===== src/hdl/dqip_pkg.sv =====
// Package: shared types and constants for the dotted-quad IPv4 text checker.
`default_nettype none

package dqip_pkg;

   localparam int unsigned CharWidth   = 8;
   localparam int unsigned AddrWidth   = 32;
   localparam int unsigned OctetWidth  = 10;
   localparam int unsigned CountWidth  = 2;

   localparam logic [OctetWidth-1:0] OctetMax  = 10'd255;
   localparam logic [CountWidth-1:0] DigitsMax = 2'd3;
   localparam logic [CountWidth-1:0] DotsMax   = 2'd3;
   localparam logic [CharWidth-1:0]  DotChar   = 8'h2E;
   localparam logic [CharWidth-1:0]  ZeroChar  = 8'h30;
   localparam logic [CharWidth-1:0]  NineChar  = 8'h39;

   typedef enum logic [1:0] {
      ST_PARSING = 2'd0,
      ST_DONE    = 2'd1,
      ST_BAD     = 2'd2
   } parse_status_type;

   typedef struct packed {
      logic [CharWidth-1:0] char_code;
      logic                 line_end;
   } req_data_type;

   typedef struct packed {
      logic                 addr_valid;
      logic [AddrWidth-1:0] address;
   } rsp_data_type;

endpackage

`default_nettype wire


===== src/hdl/dotted_quad_ipv4_text_check_core.sv =====
// Dotted-quad IPv4 text checker: request register, parser and response register.
//
// Usage: feed a text line one character per request on req_data.char_code,
// with req_data.line_end set on the last character. Each line yields exactly
// one response on its last character: rsp_data.addr_valid is 1 when the line
// starts with a valid dotted-quad address (octets of one to three digits,
// each at most 255), and rsp_data.address holds the four octets, first octet
// in bits 31..24, or zero when the line is invalid.
// Path: a line's last character is held in the request register, and its
// result is registered in the response register that drives rsp_valid.
// Throughput: one character per cycle unless a line end waits on a full
// response register; the parser updates its counters once per character.
// Reset: synchronous and active high; clears the parser to the start of a
// line and drops any held request or response.
// Stall: the response register holds its result until rsp_ready; while it is
// full, characters that end no line keep flowing, and a line-end character
// waits in the request register until the response slot frees.
`default_nettype none

module dotted_quad_ipv4_text_check_core (
   input  wire                          clock,
   input  wire                          reset,
   input  wire                          req_valid,
   output logic                         req_ready,
   input  wire dqip_pkg::req_data_type  req_data,
   output logic                         rsp_valid,
   input  wire                          rsp_ready,
   output dqip_pkg::rsp_data_type       rsp_data
);

   logic                     in_valid_ff, in_valid_in;
   dqip_pkg::req_data_type   in_data_ff, in_data_in;
   logic                     out_valid_ff, out_valid_in;
   dqip_pkg::rsp_data_type   out_data_ff, out_data_in;

   logic                     out_free;
   logic                     advance;
   logic                     emit;
   dqip_pkg::rsp_data_type   line_result;

   assign out_free  = !out_valid_ff || rsp_ready;
   assign advance   = in_valid_ff && (!in_data_ff.line_end || out_free);
   assign emit      = advance && in_data_ff.line_end;
   assign req_ready = !in_valid_ff || advance;

   dqip_parser u_parser (
      .clock     (clock),
      .reset     (reset),
      .step_en   (advance),
      .step_data (in_data_ff),
      .result    (line_result)
   );

   always_comb begin
      in_valid_in = in_valid_ff;
      in_data_in  = in_data_ff;
      if (req_ready) begin
         in_valid_in = req_valid;
         in_data_in  = req_data;
      end
   end

   always_comb begin
      out_valid_in = out_valid_ff;
      out_data_in  = out_data_ff;
      if (emit) begin
         out_valid_in = 1'b1;
         out_data_in  = line_result;
      end else if (rsp_ready) begin
         out_valid_in = 1'b0;
      end
   end

   always_ff @(posedge clock) begin
      if (reset) begin
         in_valid_ff  <= 1'b0;
         out_valid_ff <= 1'b0;
      end else begin
         in_valid_ff  <= in_valid_in;
         out_valid_ff <= out_valid_in;
      end
      in_data_ff  <= in_data_in;
      out_data_ff <= out_data_in;
   end

   assign rsp_valid = out_valid_ff;
   assign rsp_data  = out_data_ff;

   a_invalid_zero: assert property (@(posedge clock) disable iff (reset)
      out_valid_ff && !out_data_ff.addr_valid |-> out_data_ff.address == '0)
      else $error("invalid response carries an address");

   a_emit_fills: assert property (@(posedge clock) disable iff (reset)
      emit |=> out_valid_ff)
      else $error("line end did not produce a response");

   a_request_hold: assert property (@(posedge clock) disable iff (reset)
      in_valid_ff && !advance |=> in_valid_ff && $stable(in_data_ff))
      else $error("blocked request was lost");

endmodule

`default_nettype wire


===== src/hdl/dqip_parser.sv =====
// Parser: per-character octet, digit and dot tracking with the line result.
`default_nettype none

module dqip_parser (
   input  wire                          clock,
   input  wire                          reset,
   input  wire                          step_en,
   input  wire dqip_pkg::req_data_type  step_data,
   output dqip_pkg::rsp_data_type       result
);

   dqip_pkg::parse_status_type              status_ff, status_in, status_mid;
   logic [dqip_pkg::OctetWidth-1:0]         octet_ff, octet_in, octet_mid;
   logic [dqip_pkg::CountWidth-1:0]         digits_ff, digits_in, digits_mid;
   logic [dqip_pkg::CountWidth-1:0]         dots_ff, dots_in, dots_mid;
   logic [dqip_pkg::AddrWidth-1:0]          acc_ff, acc_in, acc_mid;

   logic                                    is_digit;
   logic                                    is_dot;
   logic [3:0]                              digit_val;
   logic [11:0]                             octet_mul;
   logic [dqip_pkg::AddrWidth-1:0]          acc_push;
   logic                                    fin_push;
   logic                                    line_ok;

   assign is_digit  = (step_data.char_code >= dqip_pkg::ZeroChar) &&
                      (step_data.char_code <= dqip_pkg::NineChar);
   assign is_dot    = (step_data.char_code == dqip_pkg::DotChar);
   assign digit_val = 4'(step_data.char_code - dqip_pkg::ZeroChar);
   assign octet_mul = ({2'b00, octet_ff} << 3) + ({2'b00, octet_ff} << 1) +
                      {8'd0, digit_val};
   assign acc_push  = {acc_ff[dqip_pkg::AddrWidth-9:0], octet_ff[7:0]};

   // Character step: update the running octet, counters and status.
   always_comb begin
      status_mid = status_ff;
      octet_mid  = octet_ff;
      digits_mid = digits_ff;
      dots_mid   = dots_ff;
      acc_mid    = acc_ff;
      if (status_ff == dqip_pkg::ST_PARSING) begin
         priority if (is_digit) begin
            if (digits_ff == dqip_pkg::DigitsMax) begin
               status_mid = dqip_pkg::ST_BAD;
            end else begin
               octet_mid  = octet_mul[dqip_pkg::OctetWidth-1:0];
               digits_mid = digits_ff + 2'd1;
               if (octet_mul > {2'b00, dqip_pkg::OctetMax}) begin
                  status_mid = dqip_pkg::ST_BAD;
               end
            end
         end else if (is_dot) begin
            if (dots_ff != dqip_pkg::DotsMax && digits_ff != '0) begin
               acc_mid    = acc_push;
               octet_mid  = '0;
               digits_mid = '0;
               dots_mid   = dots_ff + 2'd1;
            end else begin
               status_mid = dqip_pkg::ST_BAD;
            end
         end else begin
            if (dots_ff == dqip_pkg::DotsMax && digits_ff != '0) begin
               acc_mid    = acc_push;
               octet_mid  = '0;
               digits_mid = '0;
               status_mid = dqip_pkg::ST_DONE;
            end else begin
               status_mid = dqip_pkg::ST_BAD;
            end
         end
      end
   end

   // Line end closes a fourth octet still open.
   assign fin_push = step_data.line_end && (status_mid == dqip_pkg::ST_PARSING) &&
                     (dots_mid == dqip_pkg::DotsMax) && (digits_mid != '0);
   assign line_ok  = (status_mid == dqip_pkg::ST_DONE) || fin_push;

   // Next state: on an accepted character, restart at line end, else take the step.
   always_comb begin
      status_in = status_ff;
      octet_in  = octet_ff;
      digits_in = digits_ff;
      dots_in   = dots_ff;
      acc_in    = acc_ff;
      if (step_en) begin
         if (step_data.line_end) begin
            status_in = dqip_pkg::ST_PARSING;
            octet_in  = '0;
            digits_in = '0;
            dots_in   = '0;
            acc_in    = '0;
         end else begin
            status_in = status_mid;
            octet_in  = octet_mid;
            digits_in = digits_mid;
            dots_in   = dots_mid;
            acc_in    = acc_mid;
         end
      end
   end

   // Output: result of the line ending on this character.
   always_comb begin
      result.addr_valid = line_ok;
      if (!line_ok) begin
         result.address = '0;
      end else if (fin_push) begin
         result.address = {acc_mid[dqip_pkg::AddrWidth-9:0], octet_mid[7:0]};
      end else begin
         result.address = acc_mid;
      end
   end

   always_ff @(posedge clock) begin
      if (reset) begin
         status_ff <= dqip_pkg::ST_PARSING;
         octet_ff  <= '0;
         digits_ff <= '0;
         dots_ff   <= '0;
         acc_ff    <= '0;
      end else begin
         status_ff <= status_in;
         octet_ff  <= octet_in;
         digits_ff <= digits_in;
         dots_ff   <= dots_in;
         acc_ff    <= acc_in;
      end
   end

   a_line_restart: assert property (@(posedge clock) disable iff (reset)
      step_en && step_data.line_end |=>
         status_ff == dqip_pkg::ST_PARSING && dots_ff == '0 && digits_ff == '0)
      else $error("parser did not restart after line end");

   a_octet_range: assert property (@(posedge clock) disable iff (reset)
      status_ff == dqip_pkg::ST_PARSING |-> octet_ff <= dqip_pkg::OctetMax)
      else $error("octet above limit while parsing");

   a_done_closed: assert property (@(posedge clock) disable iff (reset)
      status_ff == dqip_pkg::ST_DONE |-> digits_ff == '0 && dots_ff == dqip_pkg::DotsMax)
      else $error("completed address with open octet");

endmodule

`default_nettype wire

===== config.mk =====
export PLATFORM = sky130hd
export DESIGN_NAME = dotted_quad_ipv4_text_check_core
export DESIGN_NICKNAME = d
export VERILOG_FILES = /design/src/hdl/dqip_pkg.sv /design/src/hdl/dotted_quad_ipv4_text_check_core.sv /design/src/hdl/dqip_parser.sv
export SDC_FILE = /design/constraint.sdc
export NUM_CORES = 1
export LEC_CHECK = 0
export BUFFER_PORTS_ARGS = -buffer_cell sky130_fd_sc_hd__buf_4
export CAP_MARGIN = 15
export CORE_UTILIZATION = 55
export CTS_BUF_LIST = sky130_fd_sc_hd__clkbuf_4
export CTS_CLUSTER_SIZE = 12
export DETAILED_ROUTE_END_ITERATION = 8
export PLACE_DENSITY_LB_ADDON = 0.3
export SLEW_MARGIN = 10
export SYNTH_ARGS = -nofsm -noshare
export SYNTH_HDL_FRONTEND = slang
export SYNTH_SLANG_ARGS = --single-unit

===== constraint.sdc =====
create_clock -name clock -period 4.5 [get_ports clock]
set_input_delay 0 -clock clock [delete_from_list [all_inputs] [get_ports clock]]
set_output_delay 0 -clock clock [all_outputs]
set_load 0.1 [all_outputs]

==> results of run 1 <==
[stage by stage]
stage               cells  hold slack, ns  util, %
floorplan             498          0.0989        -
global placement      623           0.178     61.2
detailed placement    623           0.179     61.2
CTS                   651           0.241     64.2
global route          651           0.259     64.2
finish                652           0.249     64.2
[cell usage after synthesis, types with 2 or more instances]
cell and count:
buf_6 3, buf_2 9, o2111ai_1 3, nand2b_1 3, a221oi_1 2, o21ai_0 42
or2_2 4, nor2b_1 4, o31ai_2 23, o211ai_1 4, nand2_1 41, o21ai_1 8
nor3_1 7, a21o_1 11, nand4b_1 2, inv_1 12, ha_1 19, edfxtp_1 42
fa_1 2, clkbuf_1 25, nor4_1 2, a211oi_1 3, a211o_1 2, nor3b_1 2
a21oi_1 17, nand3_1 19, a32oi_1 2, xnor2_1 3, o32ai_1 4, dfxtp_1 50
xor2_1 3, o31a_1 2, a22oi_1 35, o21a_1 4, o31ai_1 3, and3_1 2
a211oi_2 7, nor2_1 52
[flip-flops by register name, indices dropped and copies added, names as in the netlist]
signal	cells
u_parser.acc_ff	32
u_parser.status_ff	2
u_parser.octet_ff	10
u_parser.digits_ff	2
in_data_ff	9
u_parser.dots_ff	2
in_valid_ff	1
rsp_data	33
rsp_valid	1
[power groups by stage]
stage	registers [mW]	clock network [mW]	logic (mW)
floorplan	0.940	0	0.0360
global placement	0.908	0	0.0971
detailed placement	0.908	0	0.0978
CTS	0.890	0.475	0.106
global route	0.892	0.508	0.112
finish	0.890	0.471	0.107
[kinds of logic after synthesis]
group | synth area share [%]
XOR/XNOR | 1.07
AO/OA/AOI/OAI | 28.6
buffers and inverters | 4.43
flip-flops | 46.0
AND/OR/NAND/NOR | 14.0
adder cells (fa/ha/maj) | 5.65
multiplexers | 0.229
[per-layer routing]
metal  vias to the layer above  global-route usage, %
met4                         0                   12.3
met5                         -                      0
met2                       172                   44.1
met3                        27                   4.46
met1                      2002                   35.0
li1                       1960                      -
[worst paths after layout]
path,from,endpoint,slack [ns]
hold / removal,req_data[6],in_data_ff[6]$_DFFE_PP_,0.25
setup reg to reg,u_parser.octet_ff[0]$_SDFFE_PP0P_,rsp_data[8]$_SDFFCE_PN0P_,0.66
setup / recovery,u_parser.octet_ff[0]$_SDFFE_PP0P_,rsp_data[8]$_SDFFCE_PN0P_,0.66
hold reg to reg,u_parser.octet_ff[9]$_SDFFE_PP0P_,u_parser.octet_ff[9]$_SDFFE_PP0P_,0.50
[layout make-up]
| cell class | count | area share, % |
|---|---|---|
| multi-input combinational | 357 | 44.2 |
| sequential | 92 | 40.6 |
| timing repair buffer | 66 | 9.43 |
| tap | 108 | 2.43 |
| clock buffer | 10 | 1.35 |
| clock inverter | 6 | 1.15 |
| inverter | 12 | 0.809 |
| antenna | 1 | 0.0449 |
==> results_dict.tcl, run 1 <==
set metrics [dict create \
    grt_usage_pct 27.0 \
    period_share_pct 85.3 \
    preCtsSetupSlack_ns 0.710 \
    path_common_cell "inv_1" \
    wl_per_cell_um 18.5 \
    cts_buffers 9 \
    ys_seq_area_share_pct 46.0 \
    cp_num_cells 10 \
    fillers 709 \
    switching_power_uw 378 \
    finalMaxSlewViolations 0 \
    worst_pin_slew_ns 1.21 \
    fin_crit_ns 3.84 \
    drc_errors 0 \
    critPathKind "reg -> reg" \
    p_int_mw 1.09 \
    arrival_ns 4.02 \
    synth_nets 532 \
    switching_share_pct 25.8 \
    multi_input_area_um2 2460 \
    place_congestion 0.936 \
    core_area_um2 8680 \
    max_slew_margin_pct 18.8 \
    drt_iter0_markers 364 \
    p_per_area_nw_per_um2 264 \
    path_cells "inv_1 -> fa_1 -> inv_1 -> ha_1 -> a211oi_1 -> o21ai_0 -> a221oi_1 -> xnor2_1 -> o31a_2 -> o31ai_1" \
    die-width_um 96.6 \
    setup_viol_count_final 0 \
    met1_length_mm 5.14 \
    seq_power_share_pct 60.6 \
    grt_pass1_wl_mm 18.8 \
    antenna_found_initial 0 \
    initial_core_util_pct 56.7 \
    ir_drop_mv 0.195 \
    hold_buffers 12 \
    fp.dieH_um 96.6 \
    fin_tns_setup_ns 0 \
    rows 34 \
    root_buffer "clkbuf_4" \
    end_kind "flip-flop" \
    final_cell_mix "buf_4, nor2_1, dfxtp_1" \
    place_area_um2 5310 \
    clockBufferDepth 2 \
    layout_commonest_cell "buf_4" \
    hold_viol_final 0 \
    worst_slack_ns 0.661 \
    cts_setup_buffers 0 \
    worst_skew_pair.late_latency_ns 0.46 \
    final_cell_area_um2 5570 \
    routed_via_density 6.38 \
    die-area_um2 9330 \
    ys_types 58 \
    dp_hpwl_mm 7.57 \
    status "finished clean" \
    cts.clk_slew.worst_paths_ns 0.15 \
    yosys.area.top_type "edfxtp_1" \
    top_layer "met4" \
    drive_above_1_share_pct 21.5 \
    via_count 4161 \
    crit_buf_inv 2 \
    yosysWarnings 0 \
    clock_power_share_pct 32.1 \
    max_freq_mhz 261 \
    wirelength_mm 12.1 \
    yosysTopAreaCellShare_pct 25.6 \
    met2_length_mm 5.88 \
    rsz0062_at_grt "false" \
    wl_met3_um 702 \
    p_comb_share_pct 7.3 \
    leakage_nw 1.95 \
    cts.htree.levels 3 \
    syn_inst 498 \
    grt_pass1_vias 3797 \
    hold_class "in -> reg" \
    tritoncts "done" \
    critPathMaxStageDelay_ns 0.85 \
    seq_area_um2 2260 \
    globalRouteOverflowTotal 0 \
    required_ns 4.68 \
    synth_enable_flop_cells 42 \
    synth.area.top_cells "edfxtp_1, dfxtp_1, o31ai_2" \
    dr.pass1.iters 5 \
    ys_ff_latch 92 \
    cap_violations 0 \
    clock_sinks 92 \
    synthArstFlopShare_pct 0 \
    slowest_stage "o31a_2" \
    ctsResizeCount 0 \
    numPortBuffers 47 \
    worstPathMaxFanout 34 \
    area_growth_pct 13.2 \
    drtAntennaViolNets 0 \
    ys.flop_type "dfxtp_1" \
    hold_depth 2 \
    synth_area_per_cell_um2 9.88 \
    crit_family "compound AO/OA/AOI/OAI gates" \
    nets 572 \
    finalPower_mw 1.47 \
    start_kind "flip-flop" \
    grt_max_degree 51 \
    r2r_cells 10 \
    boundaryPins 48 \
    fin_skew_ns 0.0186 \
    syn-cell-area_um2 4920 \
]
Power figures use the tool's default switching activity.
==> inputs of run 2 (changes only) <==
--- a/config.mk
+++ b/config.mk
@@ -6,12 +6,13 @@
 export NUM_CORES = 1
 export LEC_CHECK = 0
 export BUFFER_PORTS_ARGS = -buffer_cell sky130_fd_sc_hd__buf_4
-export CAP_MARGIN = 15
 export CORE_UTILIZATION = 55
 export CTS_BUF_LIST = sky130_fd_sc_hd__clkbuf_4
 export CTS_CLUSTER_SIZE = 12
 export DETAILED_ROUTE_END_ITERATION = 8
+export GPL_TIMING_DRIVEN = 0
 export PLACE_DENSITY_LB_ADDON = 0.3
+export SETUP_SLACK_MARGIN = 0.4
 export SLEW_MARGIN = 10
 export SYNTH_ARGS = -nofsm -noshare
 export SYNTH_HDL_FRONTEND = slang
==> run 2 against run 1 <==
Against the previous run:
- register-to-register slack about the same
- power up 0.14%
- first-iteration DRC count down 21%
- sequential share of layout area down 0.58 points
- combinational power about the same
- global-route usage up 0.68 points
- cell count up 4.1%
- critical path depth up 2
- largest power group unchanged
==> results_dict.tcl, run 2 (synthesized netlist as in run 1, its figures left out) <==
set metrics [dict create \
    numPortBuffers 46 \
    via_count 4188 \
    drc_errors 0 \
    ir_drop_mv 0.172 \
    p_per_area_nw_per_um2 260 \
    root_buffer "clkbuf_4" \
    critPathKind "reg -> reg" \
    cap_violations 0 \
    boundaryPins 48 \
    insertedDiodeCount 0 \
    wirelength_mm 11.9 \
    cts.clk_slew.worst_paths_ns 0.15 \
    grt_pass1_vias 4098 \
    place_area_um2 5400 \
    final_cell_area_um2 5650 \
    worst_skew_pair.late_latency_ns 0.46 \
    r2r_cells 12 \
    drt_iter0_markers 288 \
    final_cell_mix "nor2_1, dfxtp_1, buf_4" \
    clockBufferDepth 2 \
    nets 600 \
    start_kind "flip-flop" \
    path_common_cell "inv_1" \
    final_core_util_pct 65.1 \
    die-area_um2 9330 \
    layout_commonest_cell "nor2_1" \
    largest_reg_flops 33 \
    fin_crit_ns 3.84 \
    period_share_pct 85.4 \
    rows 34 \
    place_congestion 0.983 \
    setup_viol_count_final 0 \
    tritoncts "done" \
    wl_per_cell_um 17.5 \
    fin_skew_ns 0.0174 \
    grt_max_degree 36 \
    die-width_um 96.6 \
    required_ns 4.72 \
    arrival_ns 4.06 \
    cts_buffers 9 \
    rsz0062_at_grt "false" \
    antenna_found_initial 0 \
    cts.htree.levels 3 \
    drive_above_1_share_pct 20.5 \
    critPathMaxStageDelay_ns 0.56 \
    drtAntennaViolNets 0 \
    hold_depth 3 \
    max_freq_mhz 260 \
    fp.dieH_um 96.6 \
    globalRouteOverflowTotal 0 \
    max_slew_margin_pct 47.4 \
    leakage_nw 2.00 \
    cts_setup_buffers 0 \
    grt_usage_pct 27.6 \
    status "finished clean" \
    clock_sinks 92 \
    ctsResizeCount 0 \
    area_growth_pct 14.9 \
    initial_core_util_pct 56.7 \
    grt_pass1_wl_mm 19.6 \
    core_area_um2 8680 \
    fin_tns_setup_ns 0 \
    hold_viol_final 0 \
    path_cells "inv_1 -> fa_1 -> inv_1 -> ha_1 -> a211oi_1 -> o21ai_0 -> a221oi_1 -> xnor2_1 -> o31a_1 -> clkbuf_1 -> buf_2 -> o31ai_2" \
    worstPathMaxFanout 10 \
    worst_pin_slew_ns 0.787 \
    dp_hpwl_mm 8.56 \
    end_kind "flip-flop" \
    routed_via_density 6.17 \
    hold_class "in -> reg" \
    finalMaxSlewViolations 0 \
    hold_buffers 11 \
    dr.pass1.iters 5 \
    slowest_stage "fa_1" \
]
-- run 2: cell count changes in the layout (fill, tap and decap cells not counted), sizes merged --
cell	previous run	this run
inv	14	15
diode	1	0
dlygate4sd3	12	11
clkbuf	10	34
buf	54	58
-- run 2: through the flow --
step | hold WS [ns] | cells | power, mW | worst slack (ns)
after floorplan | 0.0989 | 498 | 0.976 | 1.30
after global placement | 0.178 | 652 | 1.00 | 0.774
after detailed placement | 0.179 | 652 | 1.01 | 0.689
after CTS | 0.0952 | 679 | 1.47 | 0.678
after global routing | 0.142 | 679 | 1.52 | 0.438
final | 0.0904 | 679 | 1.47 | 0.658
-- run 2: where the power goes --
group          total [mW]  internal [mW]  switching, mW
Clock               0.474          0.173          0.301
Sequential          0.889          0.881        0.00735
Combinational       0.108         0.0302         0.0775
-- run 2: worst paths after layout --
path / from / end / slack [ns]
worst max-delay path: u_parser.octet_ff[0]$_SDFFE_PP0P_ / rsp_data[11]$_SDFFCE_PN0P_ / 0.66
worst max register to register: u_parser.octet_ff[0]$_SDFFE_PP0P_ / rsp_data[11]$_SDFFCE_PN0P_ / 0.66
worst min register to register: u_parser.octet_ff[9]$_SDFFE_PP0P_ / u_parser.octet_ff[9]$_SDFFE_PP0P_ / 0.50
worst min-delay path: reset / u_parser.acc_ff[6]$_SDFFE_PP0P_ / 0.09
-- run 2: area by class of cell --
type / instances / area [um^2]
Fill cell: 735 / 3030
Multi-Input combinational cell: 357 / 2440
Sequential cell: 92 / 2260
Timing Repair Buffer: 57 / 455
Buffer: 37 / 173
Tap cell: 108 / 135
Clock inverter: 7 / 72.6
Clock buffer: 9 / 67.6
Inverter: 12 / 45.0
-- run 2: worst max-delay path: cells and delay by family (launching register included) --
| family | cells | cell delay, ns |
|---|---|---|
| AO/OA/AOI/OAI | 5 | 1.27 |
| buffers and inverters | 4 | 0.84 |
| flip-flops | 1 | 0.48 |
| XOR/XNOR | 1 | 0.17 |
| adder cells (fa/ha/maj) | 2 | 0.86 |
-- run 2: metal layers --
metal  up-vias  share of wire (%)  global-route usage [%]  wire, um
met5         -                  0                       0         0
met4         0                3.1                    11.8       368
met3        30                5.7                    5.01       674
met2       165                 51                    48.7      6010
met1      1977                 41                    32.9      4840
li1       2016                  -                       -         -
==> inputs of run 3 (changes only) <==
--- a/config.mk
+++ b/config.mk
@@ -5,6 +5,7 @@
 export SDC_FILE = /design/constraint.sdc
 export NUM_CORES = 1
 export LEC_CHECK = 0
+export ABC_AREA = 1
 export BUFFER_PORTS_ARGS = -buffer_cell sky130_fd_sc_hd__buf_4
 export CORE_UTILIZATION = 55
 export CTS_BUF_LIST = sky130_fd_sc_hd__clkbuf_4
==> run 3 against run 2 <==
Against the previous run:
- sequential cell count unchanged
- area after synthesis increased by 12%
- synthesized cell count increased by 51%
- core utilization shrank 0.49 points
- fmax grew 14%
- via count grew 21%
- critical path type unchanged
==> results_dict.tcl, run 3 <==
set metrics [dict create \
    drtAntennaViolNets 0 \
    hold_viol_final 0 \
    finalMaxSlewViolations 0 \
    switching_power_uw 439 \
    r2r_setup_slack_ns 1.12 \
    timing.rr.start "u_parser.octet_ff[0]$_SDFFE_PP0P_" \
    grt_usage_pct 27.1 \
    path_common_cell "nand2_1" \
    synth_enable_flop_cells 42 \
    cts_buffers 9 \
    path_cells "inv_1 -> fa_1 -> fa_1 -> nand3b_1 -> nand2_1 -> nand2_1 -> nand4_1 -> nand2_1 -> nor2_1 -> nand2_1 -> a21oi_2 -> buf_2 -> nand3_1 -> nand2_1 -> inv_1" \
    p_comb_share_pct 10.8 \
    start_kind "flip-flop" \
    fp.dieH_um 102 \
    fillers 890 \
    yosys.area.top_type "edfxtp_1" \
    max_slew_margin_pct 50.4 \
    ir_drop_mv 0.155 \
    yosysMostFrequentCell "nand2_1" \
    place_congestion 0.874 \
    synth_area_per_cell_um2 7.32 \
    synth.area.top_cells "edfxtp_1, dfxtp_1, nand2_1" \
    yosysWarnings 0 \
    fin_tns_setup_ns 0 \
    cp_num_cells 15 \
    cts.htree.levels 3 \
    cts_setup_buffers 0 \
    synth_nets 785 \
    p_int_mw 1.11 \
    worst_pin_slew_ns 0.739 \
    core_area_um2 9730 \
    grt_max_degree 35 \
    dp_hpwl_mm 9.74 \
    end_kind "flip-flop" \
    required_ns 4.76 \
    routed_via_density 5.30 \
    nets 855 \
    numPortBuffers 47 \
    die-area_um2 10400 \
    grt_pass1_wl_mm 21.6 \
    ys_types 35 \
    setup_viol_count_final 0 \
    drc_errors 0 \
    area_growth_pct 14.3 \
    r2r-end "rsp_data[26]$_SDFFCE_PN0P_" \
    cts.clk_slew.worst_paths_ns 0.16 \
    finalPower_mw 1.54 \
    status "finished clean" \
    switching_share_pct 28.4 \
    wl_per_cell_um 13.7 \
    syn_inst 751 \
    worst_skew_pair.late_latency_ns 0.47 \
    globalRouteOverflowTotal 0 \
    syn-cell-area_um2 5500 \
    ys_seq_area_share_pct 41.1 \
    seq_power_share_pct 57.9 \
    slowest_stage "fa_1" \
    cap_violations 0 \
    dr.pass1.iters 5 \
    ys.flop_type "dfxtp_1" \
    clock_power_share_pct 31.4 \
    yosysTopAreaCellShare_pct 22.9 \
    grt_pass1_vias 4737 \
    tritoncts "done" \
    layout_commonest_cell "nand2_1" \
    fin_skew_ns 0.0232 \
    fin_crit_ns 3.38 \
    crit_family "simple AND/OR/NAND/NOR gates" \
    final_cell_area_um2 6290 \
    largest_reg_flops 33 \
    antenna_found_initial 0 \
    worstPathMaxFanout 10 \
    cp-endpoint "rsp_data[26]$_SDFFCE_PN0P_" \
    drt_iter0_markers 223 \
    rows 36 \
    place_area_um2 6020 \
    synth_commonest_cells "nand2_1, inv_1, dfxtp_1" \
    period_share_pct 75.2 \
    synthArstFlopShare_pct 0 \
    insertedDiodeCount 0 \
    final_cell_mix "nand2_1, inv_1, dfxtp_1" \
    leakage_nw 2.81 \
    startpoint "u_parser.octet_ff[0]$_SDFFE_PP0P_" \
    drive_above_1_share_pct 15.0 \
    clockBufferDepth 2 \
    wirelength_mm 13.1 \
    arrival_ns 3.64 \
    crit_buf_inv 3 \
    critPathKind "reg -> reg" \
    rsz0062_at_grt "false" \
    boundaryPins 48 \
    hold_class "in -> reg" \
    p_per_area_nw_per_um2 246 \
    clock_sinks 92 \
    via_count 5087 \
    critPathMaxStageDelay_ns 0.51 \
    initial_core_util_pct 56.5 \
    r2r_cells 15 \
    ys_ff_latch 92 \
    root_buffer "clkbuf_4" \
    max_freq_mhz 295 \
    die-width_um 102 \
]
## run 3: stage by stage
stage                     instances  hold slack [ns]  setup WS [ns]  utilization, %
after floorplan                 751           0.0989           1.62               -
after global placement          931            0.178           1.18            61.9
after detailed placement        931            0.179           1.14            61.9
after CTS                       959            0.240           1.13            64.6
after global routing            959            0.246          0.894            64.6
final                           959            0.244           1.12            64.6
## run 3: layer usage
| layer | up-vias | global-route usage, % | share of wire (%) |
|---|---|---|---|
| met4 | 0 | 10.8 | 2.1 |
| met2 | 189 | 45.0 | 46 |
| li1 | 2542 | - | - |
| met5 | - | 0 | 0 |
| met1 | 2329 | 35.4 | 45 |
| met3 | 27 | 4.31 | 7.2 |
## run 3: timing repair
action,4_1_cts,5_1_grt
hold buffers,12,0
endpoints found under the setup margin,0,0
gates resized for setup,0,0
hold endpoints to repair,13,0
## run 3: logic make-up (layout without fill, tap and decap cells)
kind of cell	after synthesis	count (layout)	synth area share (%)
AOI/OAI and AO/OA	100	100	11.3
xor gates and xnor gates	4	4	0.637
adders and majority gates	21	21	5.05
buffers and inverters	166	241	12.9
DFF	92	92	41.1
and+or+nand+nor	368	368	29.0
## run 3: power groups by stage
stage	Combinational (mW)	Clock, mW	Sequential, mW
after detailed placement	0.157	0	0.912
final	0.166	0.485	0.893
after floorplan	0.0452	0	0.982
after global placement	0.154	0	0.912
after CTS	0.166	0.485	0.894
after global routing	0.175	0.521	0.896
## run 3: area by class of cell
| cell class | count | area [um^2] | area share (%) |
|---|---|---|---|
| Sequential cell | 92 | 2260 | 36.0 |
| Multi-Input combinational cell | 493 | 2530 | 40.2 |
| Clock buffer | 10 | 75.1 | 1.19 |
| Inverter | 127 | 482 | 7.66 |
| Buffer | 39 | 226 | 3.60 |
| Clock inverter | 6 | 72.6 | 1.15 |
| Timing Repair Buffer | 59 | 473 | 7.52 |
| Tap cell | 133 | 166 | 2.65 |
## run 3: how the worst min path moves through the flow
| stage | from | endpoint | slack (ns) | cells after the start |
|---|---|---|---|---|
| final | req_data[4] | in_data_ff[4]$_DFFE_PP_ | 0.24 | 2 |
| after global routing | req_data[4] | in_data_ff[4]$_DFFE_PP_ | 0.25 | 2 |
| after CTS | req_data[1] | in_data_ff[1]$_DFFE_PP_ | 0.24 | 2 |
| after detailed placement | req_data[1] | in_data_ff[1]$_DFFE_PP_ | 0.18 | 1 |
| after global placement | req_data[8] | in_data_ff[8]$_DFFE_PP_ | 0.18 | 1 |
| after floorplan | req_data[0] | in_data_ff[0]$_DFFE_PP_ | 0.1 | 0 |
## run 3: worst reg2reg max path, cell delays in order, from the launching register on
cell and delay [ns]:
dfxtp_1 0.45, inv_1 0.09, fa_1 0.51, fa_1 0.47, nand3b_1 0.17, nand2_1 0.16, nand2_1 0.09, nand4_1 0.08
nand2_1 0.09, nor2_1 0.11, nand2_1 0.10, a21oi_2 0.29, buf_2 0.32, nand3_1 0.13, nand2_1 0.10, inv_1 0.04
